## src/sv/htd_pkg.sv

```systemverilog
// Shared types and constants of the Huffman tree decoder.
`timescale 1ns / 1ps

package htd_pkg;

	// Defaults for the top-level parameters
	localparam int NODE_COUNT_DEF   = 512;
	localparam int MAX_CODE_LEN_DEF = 64;

	// Fixed field widths
	localparam int BYTE_BITS  = 8;
	localparam int COUNT_W    = 32;
	localparam int CODE_W     = 64;
	localparam int CMD_W      = 2;
	localparam int IN_DATA_W  = 120;
	localparam int OUT_DATA_W = 16;

	// Request commands
	localparam logic [CMD_W-1:0] CMD_START = 2'd0;
	localparam logic [CMD_W-1:0] CMD_ENTRY = 2'd1;
	localparam logic [CMD_W-1:0] CMD_DATA  = 2'd2;

	// Result kinds
	localparam logic KIND_SYMBOL = 1'b0;
	localparam logic KIND_ERROR  = 1'b1;

	// Error codes
	localparam logic [1:0] ERR_NONE   = 2'd0;
	localparam logic [1:0] ERR_LENGTH = 2'd1;
	localparam logic [1:0] ERR_FULL   = 2'd2;
	localparam logic [1:0] ERR_BRANCH = 2'd3;

	// One result, without its last-of-request flag
	typedef struct packed {
		logic                 kind;
		logic [BYTE_BITS-1:0] symbol;
		logic [1:0]           error_code;
		logic                 block_end;
	} res_t;

	// Core to result stage
	typedef struct packed {
		logic push;
		logic close;
		res_t res;
	} res_ctl_t;

	// Result stage to core
	typedef struct packed {
		logic push_ok;
		logic close_ok;
	} res_sts_t;

endpackage

```

## src/sv/htd_result_stage.sv

```systemverilog
// Result staging: one held result and the output register of the result stream.
`timescale 1ns / 1ps

module htd_result_stage (
	input  logic                                clk,
	input  logic                                arst_n,
	input  htd_pkg::res_ctl_t                   ctl,
	output htd_pkg::res_sts_t                   sts,
	output logic                                m_axis_tvalid,
	input  logic                                m_axis_tready,
	// symbol[7:0], error_code[9:8], block_end[10], zero fill
	output logic [htd_pkg::OUT_DATA_W-1:0]      m_axis_tdata,
	// kind[0]
	output logic                                m_axis_tuser,
	output logic                                m_axis_tlast
);

	import htd_pkg::*;

	logic pend_v_q;
	res_t pend_q;
	logic out_v_q;
	res_t out_q;
	logic out_last_q;
	logic move_ok;
	logic do_push;
	logic do_close;

	// The held result may move on when the output register frees up
	assign move_ok      = !out_v_q || m_axis_tready;
	assign sts.push_ok  = !pend_v_q || move_ok;
	assign sts.close_ok = !pend_v_q || move_ok;
	assign do_push      = ctl.push && sts.push_ok;
	assign do_close     = ctl.close && !ctl.push && sts.close_ok;

	// Valid flags
	always_ff @(posedge clk or negedge arst_n) begin
		if (!arst_n) begin
			pend_v_q <= 1'b0;
			out_v_q  <= 1'b0;
		end else begin
			if ((do_push || do_close) && pend_v_q) begin
				out_v_q <= 1'b1;
			end else if (out_v_q && m_axis_tready) begin
				out_v_q <= 1'b0;
			end
			if (do_push) begin
				pend_v_q <= 1'b1;
			end else if (do_close) begin
				pend_v_q <= 1'b0;
			end
		end
	end

	// Payload: a new result proves the held one is not the last of its request
	always_ff @(posedge clk) begin
		if (do_push) begin
			if (pend_v_q) begin
				out_q      <= pend_q;
				out_last_q <= 1'b0;
			end
			pend_q <= ctl.res;
		end else if (do_close && pend_v_q) begin
			out_q      <= pend_q;
			out_last_q <= 1'b1;
		end
	end

	assign m_axis_tvalid = out_v_q;
	assign m_axis_tdata  = {5'd0, out_q.block_end, out_q.error_code, out_q.symbol};
	assign m_axis_tuser  = out_q.kind;
	assign m_axis_tlast  = out_last_q;

endmodule

```

## config.mk

```make
export PLATFORM = sky130hd
export DESIGN_NAME = htd_result_stage
export DESIGN_NICKNAME = d
export VERILOG_FILES = /design/src/sv/htd_pkg.sv /design/src/sv/htd_result_stage.sv
export SDC_FILE = /design/constraint.sdc
export NUM_CORES = 1
export LEC_CHECK = 0
export BUFFER_PORTS_ARGS = -buffer_cell sky130_fd_sc_hd__buf_2
export CAP_MARGIN = 5
export CORE_MARGIN = 4
export CORE_UTILIZATION = 30
export CTS_BUF_LIST = sky130_fd_sc_hd__clkbuf_4
export DETAILED_ROUTE_END_ITERATION = 8
export GPL_TIMING_DRIVEN = 0
export PLACE_DENSITY = 0.65
export SYNTH_ARGS = -nofsm -noshare
export SYNTH_HDL_FRONTEND = slang
export SYNTH_SLANG_ARGS = --single-unit
```

## constraint.sdc

```tcl
create_clock -name clk -period 2.1 [get_ports clk]
set_input_delay 0.42 -clock clk [delete_from_list [all_inputs] [get_ports clk]]
set_output_delay 0.42 -clock clk [all_outputs]
set_load 0.03 [all_outputs]
```

==> impl_metrics.tcl <==
set metrics [dict create \
    synth_top_area_share 0.832 \
    die-area_um2 3950 \
    gr-usage-met1 0.0619 \
    grt_setup_unrepaired "false" \
    final_hold_viol_count 0 \
    routedWlPerCell_um 11.1 \
    critical_path_class "reg -> reg" \
    grtUsageTotal 0.0689 \
    gr-total-overflow 0 \
    layout_commonest_cell "buf_2" \
    cts_buffer_depth 2 \
    htree_levels 1 \
    drc 0 \
    cts_tree "built" \
    r2r_end "m_axis_tdata[2]" \
    crit_arrival_ps 1710 \
    grt_pass1_wl_um 2010 \
    vias 448 \
    synth_area_um2 902 \
    clkTransAtPathRegs_ps 120 \
    power.internal_uw 775 \
    fillers 272 \
    fmax_ghz 0.566 \
    grt_busiest_layer "met2" \
    ir_drop_mv 0.225 \
    routed_wl_um 1290 \
    p_sw_uw 254 \
    worst_pin_slew_ps 1100 \
    p_sw_frac 0.247 \
    place_congestion 0.639 \
    numCtsBuffers 3 \
    cap_viol_max_count 0 \
    seq_power_share 0.635 \
    use_met2 0.117 \
    ioPinCount 38 \
    coreArea_um2 2810 \
    setup_viol 0 \
    relSlewSlack 0.266 \
    drtPass1Iterations 3 \
    r2r.worst_path.cells 2 \
    cts-root-buf "clkbuf_4" \
    drtIter0Drc 14 \
    yosysUniqueCellTypes 13 \
    met3_usage 0.0414 \
    min_to "pend_q[3]" \
    yosys_warnings 0 \
    cp-start-kind "flip-flop" \
    finalClockSkew_ps 0.616 \
    antenna_left 0 \
    port_buffers 32 \
    grt_pass1_vias 493 \
    grt_max_degree 15 \
    synth.yosys.seq_area_share 0.888 \
    die_y_um 62.8 \
    critPathRequiredTime_ps 2040 \
    cts_setup_buffers 0 \
    antenna_found_initial 0 \
    tns_ps 0 \
    post-route-period-util 0.842 \
    min_path_type "in -> reg" \
    yosys-top-cells-area "edfxtp_1, dfrtp_1, buf_4" \
    crit_path_end_kind "flip-flop" \
    die_w_um 62.8 \
    final_core_util 0.412 \
    crit_path_max_fanout 13 \
    cts.sinks 27 \
    synth_largest_area_cell "edfxtp_1" \
    clkPwrFrac 0.212 \
    timing.rr.start "m_axis_tvalid" \
    worst_hold_startpoint "ctl[3]" \
    power_uw 1030 \
    drive_above_1_share 0.494 \
    viasPerCell 3.86 \
    ys_ff_latch 27 \
    synthCells 44 \
    p_leak_uw 0.000479 \
    rows 19 \
    hold_depth 1 \
    r2r_setup_slack_ps 330 \
    finalNetCount 103 \
    initial_core_util 0.322 \
    fin_crit_ps 1770 \
    layout_common_cells "buf_2, edfxtp_1, buf_4" \
    combPwrFrac 0.153 \
    clock_latency_ps 300 \
    syn2layout_area_growth_pct 28.2 \
    syn-mean-instance-area_um2 20.5 \
    maxSlewViolCount 0 \
    outcome "finished clean" \
    diodes 0 \
    p_per_area_nw_per_um2 891 \
]
[kinds of logic (layout without fill, tap and decap cells)]
| logic type | count (synthesis) | in the layout | share of synthesized area |
|---|---|---|---|
| AOI/OAI and AO/OA | 2 | 2 | 0.0125 |
| buffers and inverters | 7 | 44 | 0.0541 |
| DFF | 27 | 27 | 0.888 |
| other | 1 | 5 | 0.00416 |
| and+or+nand+nor | 7 | 7 | 0.0416 |
[layer usage]
layer  part of all wire  vias to the layer above
li1                   -                      232
met1               0.38                      193
met2               0.51                       23
met3               0.11                        0
met4                  0                        0
met5                  0                        -
[how the worst max path moves through the flow]
stage / slack, ps / start / cells after the start / to
after floorplan: 430 / m_axis_tvalid / 2 / m_axis_tdata[0]
after global placement: 220 / m_axis_tready / 3 / m_axis_tdata[3]
after detailed placement: 110 / m_axis_tready / 3 / m_axis_tdata[3]
after CTS: 240 / m_axis_tvalid / 2 / m_axis_tdata[2]
after global routing: 130 / m_axis_tvalid / 2 / m_axis_tdata[2]
final: 330 / m_axis_tvalid / 2 / m_axis_tdata[2]
[cell type report]
class                      instances  area [um2]  area share
sequential                        27         801       0.693
timing repair buffer              33         170       0.147
multi-input combinational         14        67.6      0.0584
buffer                             6        45.0      0.0390
tap                               31        38.8      0.0335
clock buffer                       4        30.0      0.0260
inverter                           1        3.75     0.00325
[power by group through the flow]
stage | Clock (uW) | Combinational [uW] | Sequential, uW
5_1_grt | 250 | 169 | 660
2_1_floorplan | 0 | 55.1 | 719
3_3_place_gp | 0 | 156 | 666
6_report | 218 | 158 | 654
4_1_cts | 231 | 161 | 655
3_5_place_dp | 0 | 159 | 667
[synthesized netlist by cell type]
| master | number |
|---|---|
| edfxtp_1 | 25 |
| buf_4 | 6 |
| dfrtp_1 | 2 |
| nand2_1 | 2 |
| a31oi_1 | 1 |
| and2_1 | 1 |
| conb_1 | 1 |
| inv_1 | 1 |
| nand2b_1 | 1 |
| nand3b_1 | 1 |
| nor2_1 | 1 |
| nor2b_1 | 1 |
| o21ai_1 | 1 |
[repair_timing]
item | CTS | global route
resized for setup | 0 | 0
hold buffers | 1 | 0
endpoints found under the hold margin | 2 | 0
[through the flow]
stage | hold slack, ps | setup WS (ps) | std cells | area, um2
3_5_place_dp | 207 | 109 | 111 | 1120
5_1_grt | 245 | 128 | 116 | 1160
3_3_place_gp | 204 | 224 | 111 | 1120
4_1_cts | 262 | 242 | 116 | 1160
2_1_floorplan | 124 | 433 | 48 | 917
6_report | 279 | 333 | 116 | 1160
[state kept, by name (all words and copies together) (netlist names)]
signal         cells
m_axis_tuser       1
m_axis_tlast       1
m_axis_tdata      11
pend_q            12
m_axis_tvalid      1
pend_v_q           1
[critical path, cell delays in order, from the launching register on]
cell      delay (ps)
dfrtp_1          410
nand2b_1         120
nor2b_1          870
Power figures use the tool's default switching activity.
