**src/sv/htd_pkg.sv**
```systemverilog
// Shared types and constants of the Huffman tree decoder.
`timescale 1ns / 1ps

package htd_pkg;

	// Defaults for the top-level parameters
	localparam int NODE_COUNT_DEF   = 512;
	localparam int MAX_CODE_LEN_DEF = 64;

	// Fixed field widths
	localparam int BYTE_BITS  = 8;
	localparam int COUNT_W    = 32;
	localparam int CODE_W     = 64;
	localparam int CMD_W      = 2;
	localparam int IN_DATA_W  = 120;
	localparam int OUT_DATA_W = 16;

	// Request commands
	localparam logic [CMD_W-1:0] CMD_START = 2'd0;
	localparam logic [CMD_W-1:0] CMD_ENTRY = 2'd1;
	localparam logic [CMD_W-1:0] CMD_DATA  = 2'd2;

	// Result kinds
	localparam logic KIND_SYMBOL = 1'b0;
	localparam logic KIND_ERROR  = 1'b1;

	// Error codes
	localparam logic [1:0] ERR_NONE   = 2'd0;
	localparam logic [1:0] ERR_LENGTH = 2'd1;
	localparam logic [1:0] ERR_FULL   = 2'd2;
	localparam logic [1:0] ERR_BRANCH = 2'd3;

	// One result, without its last-of-request flag
	typedef struct packed {
		logic                 kind;
		logic [BYTE_BITS-1:0] symbol;
		logic [1:0]           error_code;
		logic                 block_end;
	} res_t;

	// Core to result stage
	typedef struct packed {
		logic push;
		logic close;
		res_t res;
	} res_ctl_t;

	// Result stage to core
	typedef struct packed {
		logic push_ok;
		logic close_ok;
	} res_sts_t;

endpackage

```
**src/sv/htd_core.sv**
```systemverilog
// Sequencer: inserts codes one bit per step and walks data bytes bit by bit.
`timescale 1ns / 1ps

module htd_core #(
	parameter int NODE_COUNT   = 512,
	parameter int MAX_CODE_LEN = 64,
	parameter int AW           = 9,
	parameter int WW           = 26
) (
	input  logic                              clk,
	input  logic                              arst_n,
	input  logic                              in_valid,
	output logic                              in_ready,
	input  logic [htd_pkg::CMD_W-1:0]         cmd,
	input  logic [htd_pkg::COUNT_W-1:0]       block_symbols,
	input  logic [htd_pkg::BYTE_BITS-1:0]     entry_symbol,
	input  logic [htd_pkg::BYTE_BITS-1:0]     code_length,
	input  logic [htd_pkg::CODE_W-1:0]        code_value,
	input  logic [htd_pkg::BYTE_BITS-1:0]     packed_byte,
	output logic                              ram_we,
	output logic [AW-1:0]                     ram_waddr,
	output logic [WW-1:0]                     ram_wdata,
	output logic                              ram_re,
	output logic [AW-1:0]                     ram_raddr,
	input  logic [WW-1:0]                     ram_rdata,
	output htd_pkg::res_ctl_t                 res_ctl,
	input  htd_pkg::res_sts_t                 res_sts
);

	import htd_pkg::*;

	localparam int NW = AW + 1;
	localparam int IW = (MAX_CODE_LEN > 1) ? $clog2(MAX_CODE_LEN) : 1;

	typedef enum logic [2:0] {
		ST_IDLE,
		ST_INS,
		ST_INS_RD,
		ST_INS_FIN,
		ST_WALK,
		ST_CLOSE
	} state_t;

	state_t                  state_q;
	logic [AW-1:0]           root_left_q;
	logic [AW-1:0]           root_right_q;
	logic [NW-1:0]           nodes_q;
	logic [AW-1:0]           pos_q;
	logic [COUNT_W-1:0]      target_q;
	logic [COUNT_W-1:0]      decoded_q;
	logic                    halted_q;
	logic                    bad_q;
	logic                    fin_q;
	logic                    rd_pend_q;
	logic [AW-1:0]           cur_q;
	logic [AW-1:0]           nxt_q;
	logic [AW-1:0]           cw_left_q;
	logic [AW-1:0]           cw_right_q;
	logic [BYTE_BITS-1:0]    cw_leaf_q;
	logic [MAX_CODE_LEN-1:0] code_q;
	logic [BYTE_BITS-1:0]    sym_q;
	logic [IW-1:0]           idx_q;
	logic [BYTE_BITS-1:0]    byte_q;
	logic [3:0]              bits_q;

	logic [AW-1:0]           rd_left;
	logic [AW-1:0]           rd_right;
	logic [BYTE_BITS-1:0]    rd_leaf;
	logic                    rd_is_leaf;
	logic                    sym_hit;
	logic [AW-1:0]           w_left;
	logic [AW-1:0]           w_right;
	logic [AW-1:0]           w_next;
	logic                    w_miss;
	logic [COUNT_W-1:0]      dec_inc;
	logic                    hit_done;
	logic                    count_reached;
	logic                    ins_bit;
	logic [AW-1:0]           slot;
	logic                    slot_free;
	logic                    store_full;
	logic [AW-1:0]           new_node;
	logic                    len_bad;

	// Fields of the node word just read: {left, right, leaf}
	assign rd_left  = ram_rdata[WW-1 -: AW];
	assign rd_right = ram_rdata[BYTE_BITS +: AW];
	assign rd_leaf  = ram_rdata[BYTE_BITS-1:0];

	// Walk step: resolve the node last read, then follow the next bit
	assign rd_is_leaf = (rd_left == '0) && (rd_right == '0);
	assign sym_hit    = rd_pend_q && rd_is_leaf;
	assign w_left     = rd_pend_q ? rd_left : cw_left_q;
	assign w_right    = rd_pend_q ? rd_right : cw_right_q;
	assign w_next     = byte_q[BYTE_BITS-1] ? w_right : w_left;
	assign w_miss     = (w_next == '0);

	// Block count
	assign dec_inc       = decoded_q + COUNT_W'(1);
	assign hit_done      = (target_q != '0) && (dec_inc == target_q);
	assign count_reached = (target_q != '0) && (decoded_q == target_q);

	// Insert step
	assign ins_bit    = code_q[idx_q];
	assign slot       = ins_bit ? cw_right_q : cw_left_q;
	assign slot_free  = (slot == '0);
	assign store_full = (nodes_q == NW'(NODE_COUNT));
	assign new_node   = nodes_q[AW-1:0];
	assign len_bad    = (code_length == '0) || (code_length > BYTE_BITS'(MAX_CODE_LEN));

	assign in_ready = (state_q == ST_IDLE);

	// Memory ports and result requests
	always_comb begin
		ram_we                     = 1'b0;
		ram_waddr                  = cur_q;
		ram_wdata                  = {cw_left_q, cw_right_q, cw_leaf_q};
		ram_re                     = 1'b0;
		ram_raddr                  = w_next;
		res_ctl                    = '0;
		res_ctl.res.kind           = KIND_ERROR;
		res_ctl.res.error_code     = ERR_NONE;
		unique case (state_q)
			ST_IDLE: begin
				if (in_valid && cmd == CMD_DATA && !halted_q && !count_reached
						&& pos_q != '0) begin
					ram_re    = 1'b1;
					ram_raddr = pos_q;
				end
			end
			ST_INS: begin
				if (bad_q) begin
					res_ctl.push           = 1'b1;
					res_ctl.res.error_code = ERR_LENGTH;
				end else if (slot_free && store_full) begin
					// keep a freshly allocated node consistent
					res_ctl.push           = 1'b1;
					res_ctl.res.error_code = ERR_FULL;
					ram_we                 = res_sts.push_ok && (cur_q != '0);
				end else if (slot_free) begin
					ram_we    = (cur_q != '0);
					ram_wdata = {ins_bit ? cw_left_q : new_node,
						ins_bit ? new_node : cw_right_q, cw_leaf_q};
				end else begin
					ram_re    = 1'b1;
					ram_raddr = slot;
				end
			end
			ST_INS_RD: begin
			end
			ST_INS_FIN: begin
				ram_we    = 1'b1;
				ram_wdata = {cw_left_q, cw_right_q, sym_q};
			end
			ST_WALK: begin
				if (sym_hit) begin
					res_ctl.push          = 1'b1;
					res_ctl.res.kind      = KIND_SYMBOL;
					res_ctl.res.symbol    = rd_leaf;
					res_ctl.res.block_end = hit_done;
				end else if (bits_q != '0) begin
					if (w_miss) begin
						res_ctl.push           = 1'b1;
						res_ctl.res.error_code = ERR_BRANCH;
					end else begin
						ram_re = 1'b1;
					end
				end
			end
			ST_CLOSE: begin
				res_ctl.close = 1'b1;
			end
			default: begin
			end
		endcase
	end

	// Sequencer state and tree bookkeeping
	always_ff @(posedge clk or negedge arst_n) begin
		if (!arst_n) begin
			state_q      <= ST_IDLE;
			root_left_q  <= '0;
			root_right_q <= '0;
			nodes_q      <= NW'(1);
			pos_q        <= '0;
			target_q     <= '0;
			decoded_q    <= '0;
			halted_q     <= 1'b0;
			bad_q        <= 1'b0;
			fin_q        <= 1'b0;
			rd_pend_q    <= 1'b0;
			cur_q        <= '0;
			nxt_q        <= '0;
			cw_left_q    <= '0;
			cw_right_q   <= '0;
			cw_leaf_q    <= '0;
			code_q       <= '0;
			sym_q        <= '0;
			idx_q        <= '0;
			byte_q       <= '0;
			bits_q       <= '0;
		end else begin
			unique case (state_q)
				ST_IDLE: begin
					if (in_valid) begin
						unique case (cmd)
							CMD_START: begin
								root_left_q  <= '0;
								root_right_q <= '0;
								nodes_q      <= NW'(1);
								pos_q        <= '0;
								target_q     <= block_symbols;
								decoded_q    <= '0;
								halted_q     <= 1'b0;
							end
							CMD_ENTRY: begin
								if (!halted_q) begin
									bad_q      <= len_bad;
									idx_q      <= IW'(code_length - BYTE_BITS'(1));
									code_q     <= code_value[MAX_CODE_LEN-1:0];
									sym_q      <= entry_symbol;
									cur_q      <= '0;
									cw_left_q  <= root_left_q;
									cw_right_q <= root_right_q;
									cw_leaf_q  <= '0;
									state_q    <= ST_INS;
								end
							end
							CMD_DATA: begin
								if (!halted_q && !count_reached) begin
									byte_q     <= packed_byte;
									bits_q     <= 4'(BYTE_BITS);
									cw_left_q  <= root_left_q;
									cw_right_q <= root_right_q;
									nxt_q      <= pos_q;
									rd_pend_q  <= (pos_q != '0);
									state_q    <= ST_WALK;
								end
							end
							default: begin
							end
						endcase
					end
				end
				ST_INS: begin
					if (bad_q || (slot_free && store_full)) begin
						if (res_sts.push_ok) begin
							halted_q <= 1'b1;
							pos_q    <= '0;
							state_q  <= ST_CLOSE;
						end
					end else if (slot_free) begin
						// grow a node off the current one
						if (cur_q == '0) begin
							if (ins_bit) begin
								root_right_q <= new_node;
							end else begin
								root_left_q <= new_node;
							end
						end
						nodes_q    <= nodes_q + NW'(1);
						cur_q      <= new_node;
						cw_left_q  <= '0;
						cw_right_q <= '0;
						cw_leaf_q  <= '0;
						if (idx_q == '0) begin
							state_q <= ST_INS_FIN;
						end else begin
							idx_q <= idx_q - IW'(1);
						end
					end else begin
						cur_q <= slot;
						fin_q <= (idx_q == '0);
						if (idx_q != '0) begin
							idx_q <= idx_q - IW'(1);
						end
						state_q <= ST_INS_RD;
					end
				end
				ST_INS_RD: begin
					cw_left_q  <= rd_left;
					cw_right_q <= rd_right;
					cw_leaf_q  <= rd_leaf;
					state_q    <= fin_q ? ST_INS_FIN : ST_INS;
				end
				ST_INS_FIN: begin
					state_q <= ST_IDLE;
				end
				ST_WALK: begin
					if (sym_hit) begin
						// leaf reached: back to the root
						if (res_sts.push_ok) begin
							decoded_q  <= dec_inc;
							pos_q      <= '0;
							cw_left_q  <= root_left_q;
							cw_right_q <= root_right_q;
							rd_pend_q  <= 1'b0;
							if (hit_done || bits_q == '0) begin
								state_q <= ST_CLOSE;
							end
						end
					end else if (bits_q == '0) begin
						if (rd_pend_q) begin
							pos_q <= nxt_q;
						end
						rd_pend_q <= 1'b0;
						state_q   <= ST_CLOSE;
					end else if (w_miss) begin
						if (res_sts.push_ok) begin
							halted_q  <= 1'b1;
							pos_q     <= '0;
							rd_pend_q <= 1'b0;
							state_q   <= ST_CLOSE;
						end
					end else begin
						nxt_q     <= w_next;
						rd_pend_q <= 1'b1;
						byte_q    <= {byte_q[BYTE_BITS-2:0], 1'b0};
						bits_q    <= bits_q - 4'd1;
					end
				end
				ST_CLOSE: begin
					if (res_sts.close_ok) begin
						state_q <= ST_IDLE;
					end
				end
				default: begin
					state_q <= ST_IDLE;
				end
			endcase
		end
	end

endmodule

```
**config.mk**
```make
export PLATFORM = sky130hd
export DESIGN_NAME = htd_core
export DESIGN_NICKNAME = d
export VERILOG_FILES = /design/src/sv/htd_pkg.sv /design/src/sv/htd_core.sv
export SDC_FILE = /design/constraint.sdc
export NUM_CORES = 1
export LEC_CHECK = 0
export CAP_MARGIN = 25
export CORE_ASPECT_RATIO = 0.7
export CORE_UTILIZATION = 25
export DETAILED_ROUTE_END_ITERATION = 16
export DONT_BUFFER_PORTS = 1
export PLACE_DENSITY = 0.44
export SYNTH_ARGS = -nofsm -noshare
export SYNTH_HDL_FRONTEND = slang
export SYNTH_SLANG_ARGS = --single-unit
```
**constraint.sdc**
```tcl
create_clock -name clk -period 7.04 [get_ports clk]
set_clock_uncertainty 0.05 [all_clocks]
set_input_delay 0.352 -clock clk [delete_from_list [all_inputs] [get_ports clk]]
set_output_delay 0.352 -clock clk [all_outputs]
set_load 0.01 [all_outputs]
```
==> results.sh <==
export IMPL_ant_nets=0
export IMPL_track_usage_pct=16.79
export IMPL_status="finished, final reports clean"
export IMPL_die_x_um=281.8
export IMPL_maxSlewHeadroom_pct=30.36
export IMPL_yosys_warnings=0
export IMPL_insertion_delay_ps=560
export IMPL_fin_nets=1647
export IMPL_wl_met3_mm=3.797
export IMPL_drv_slew=0
export IMPL_tightest_slew_ps=1042
export IMPL_antenna_found_initial=2
export IMPL_dr_max_layer_used="met4"
export IMPL_yosys_register_bits=242
export IMPL_drt_iter0_drc=1113
export IMPL_core_sq_mm=0.05392
export IMPL_num_antenna_cells=0
export IMPL_syn_to_final_growth_pct=22.59
export IMPL_timing_final_ws_setup_ps=2044
export IMPL_holdWs_ps=63.38
export IMPL_mostFrequentLayoutCells="dfrtp_1, nand2_1, dlygate4sd3_1, mux2_2, nor2_1"
export IMPL_cts_max_level=1
export IMPL_hold_viol_final=0
export IMPL_syn_num_nets=1547
export IMPL_ys_types=77
export IMPL_cts_inserted_buffers=29
export IMPL_dieArea_sq_mm=0.05574
export IMPL_pwr_density_cell_mw_per_mm2=416.9
export IMPL_path_class="reg2out"
export IMPL_place_ws_ps=2708
export IMPL_crit_start="idx_q[2]"
export IMPL_period_needed_ps=4996
export IMPL_gp_congestion=0.8815
export IMPL_post_cts_buffers=0
export IMPL_grt_max_degree=243
export IMPL_drc=0
export IMPL_wl_met1_mm=23.59
export IMPL_rsz0062_at_grt="no"
export IMPL_worstReg2RegStart="idx_q[2]"
export IMPL_endpoint_kind="primary output"
export IMPL_layout_commonest_cell="dfrtp_1"
export IMPL_synth_area_sq_mm=0.01370
export IMPL_ir_worst_vdd_uv=204.4
export IMPL_crit_fanout=21
export IMPL_portBuffers=0
export IMPL_cp_required_ps=6640
export IMPL_fin_tns_setup_ps=0
export IMPL_cts_tree="built"
export IMPL_grt_pass1_vias=11136
export IMPL_grt_ovfl_total=0
export IMPL_clockBufferDepth=3
export IMPL_async_flop_share_pct=100.0
export IMPL_vias=11535
export IMPL_vias_per_cell=5.152
export IMPL_hold_class="in2reg"
export IMPL_maxCapViolations=0
export IMPL_finalWirelength_mm=47.64
export IMPL_hpwl_mm=33.48
export IMPL_ys_flop_type="dfrtp_1"
export IMPL_placed_cell_area_sq_mm=0.01433
export IMPL_initial_core_util_pct=25.40
export IMPL_start_kind="flip-flop"
export IMPL_power_leakage_uw=0.007290
export IMPL_rows=71
export IMPL_min_from="code_length[6]"
export IMPL_syn_avg_cell_area_sq_um=9.867
export IMPL_fmax_mhz=200.2
export IMPL_die_h_um=197.8
export IMPL_ys_seq_area_share_pct=44.23
export IMPL_io_pins=214
export IMPL_setup_viol=0
export IMPL_clkTransAtPathRegs_ps=60
export IMPL_cts_sinks=242
export IMPL_dr_pass1_iters=6
export IMPL_timing_final_crit_share_pct=70.96
export IMPL_synth_cells=1388
export IMPL_ctsRootBufferMaster="clkbuf_16"
export IMPL_drive_gt1_share_pct=14.51
export IMPL_post_drt_wl_per_cell_um=21.28
export IMPL_synth_edf_count=0
export IMPL_final_cell_area_sq_mm=0.01679
export IMPL_arrival_ps=4590
export IMPL_grt_pass1_wl_mm=71.54
export IMPL_wl_met2_mm=19.38
[worst max-delay path: stages, from the launching register on]
cell and delay, ps:
dfrtp_1 950, mux4_2 410, mux2_2 270, a22oi_1 410, and4_1 310, nor4_4 70, nand2_2 420, nand2_1 200
nor3_2 660, a21o_1 310
[path summary, 6_finish.rpt]
| path | to | slack (ps) | cells after the start |
|---|---|---|---|
| max in group asynchronous | code_q[22] | 5430 | 3 |
| min reg2reg | pos_q[6] | 440 | 1 |
| max | ram_wdata[8] | 2040 | 9 |
| max reg2reg | pos_q[2] | 2810 | 9 |
| min in group asynchronous | byte_q[7] | 320 | 2 |
| min | bad_q | 60 | 3 |
[per-layer routing]
metal  global-route usage (%)  up-vias
met5                        0        -
met4                    3.180        0
met3                    3.504       57
met2                    23.18      444
met1                    26.35     5764
li1                         -     5270
[registers in the layout (all words and copies together), names as in the netlist, 6 cells and up]
name and count:
cw_left_q 9, cw_right_q 9, ram_waddr 9, root_left_q 9, sym_q 8, target_q 32
root_right_q 9, byte_q 8, decoded_q 32, pos_q 9, code_q 64, cw_leaf_q 8
nodes_q 10, nxt_q 9, idx_q 6
[what timing repair did]
item | CTS | global route
resized for setup | 0 | 0
hold buffers | 145 | 0
endpoints found under the setup margin | 0 | 0
endpoints found under the hold margin | 385 | 0
[cell families after synthesis]
logic type               share of synthesized area, %
multiplexers                                    14.75
flip-flops                                      44.23
AO/OA/AOI/OAI                                   14.16
buffers and inverters                           3.846
AND/OR/NAND/NOR                                 18.51
XOR/XNOR                                        3.965
adder cells (fa/ha/maj)                        0.5481
[power by group]
part	total, uW	leakage (uW)	switching (uW)	internal (uW)
registers	2400	0.00318	571	1830
clock network	1490	0.000461	619	873
logic	3110	0.00365	1860	1250
total	7000	0.00729	3050	3950
[per-stage QoR]
step / std cells / power (uW) / util [%]
finish: 2239 / 6999 / 31.14
global route: 2239 / 7421 / 31.14
CTS: 2236 / 7014 / 31.02
detailed placement: 2039 / 5369 / 26.58
global placement: 2039 / 5338 / 26.58
floorplan: 1388 / 4475 / -
[synthesized netlist by cell type (22+ instances only)]
master	count	area share (%)
and3_1	22	1.0
clkbuf_1	66	1.8
nand2_1	222	6.1
xnor2_1	25	1.6
dfrtp_1	241	44
inv_1	27	0.74
a21oi_1	35	1.3
nor3_1	27	0.99
mux2_2	103	8.5
nor4_1	31	1.4
nand4_1	22	1.0
nor2_1	87	2.4
mux2i_1	27	2.0
nand3_1	36	1.3
o21ai_0	61	2.2
a31oi_1	25	1.1
a22o_1	46	2.9
xor2_1	37	2.4
[area by class of cell]
cell class                      instances  area, sq um
Clock inverter                         11        116.4
Tap cell                              730        913.4
Timing Repair Buffer                  163         1644
Fill cell                            5606        37130
Sequential cell                       242         6057
Clock buffer                           41        810.8
Multi-Input combinational cell       1024         7143
Inverter                               28        105.1
No activity file was read; power rests on OpenSTA's default activity.
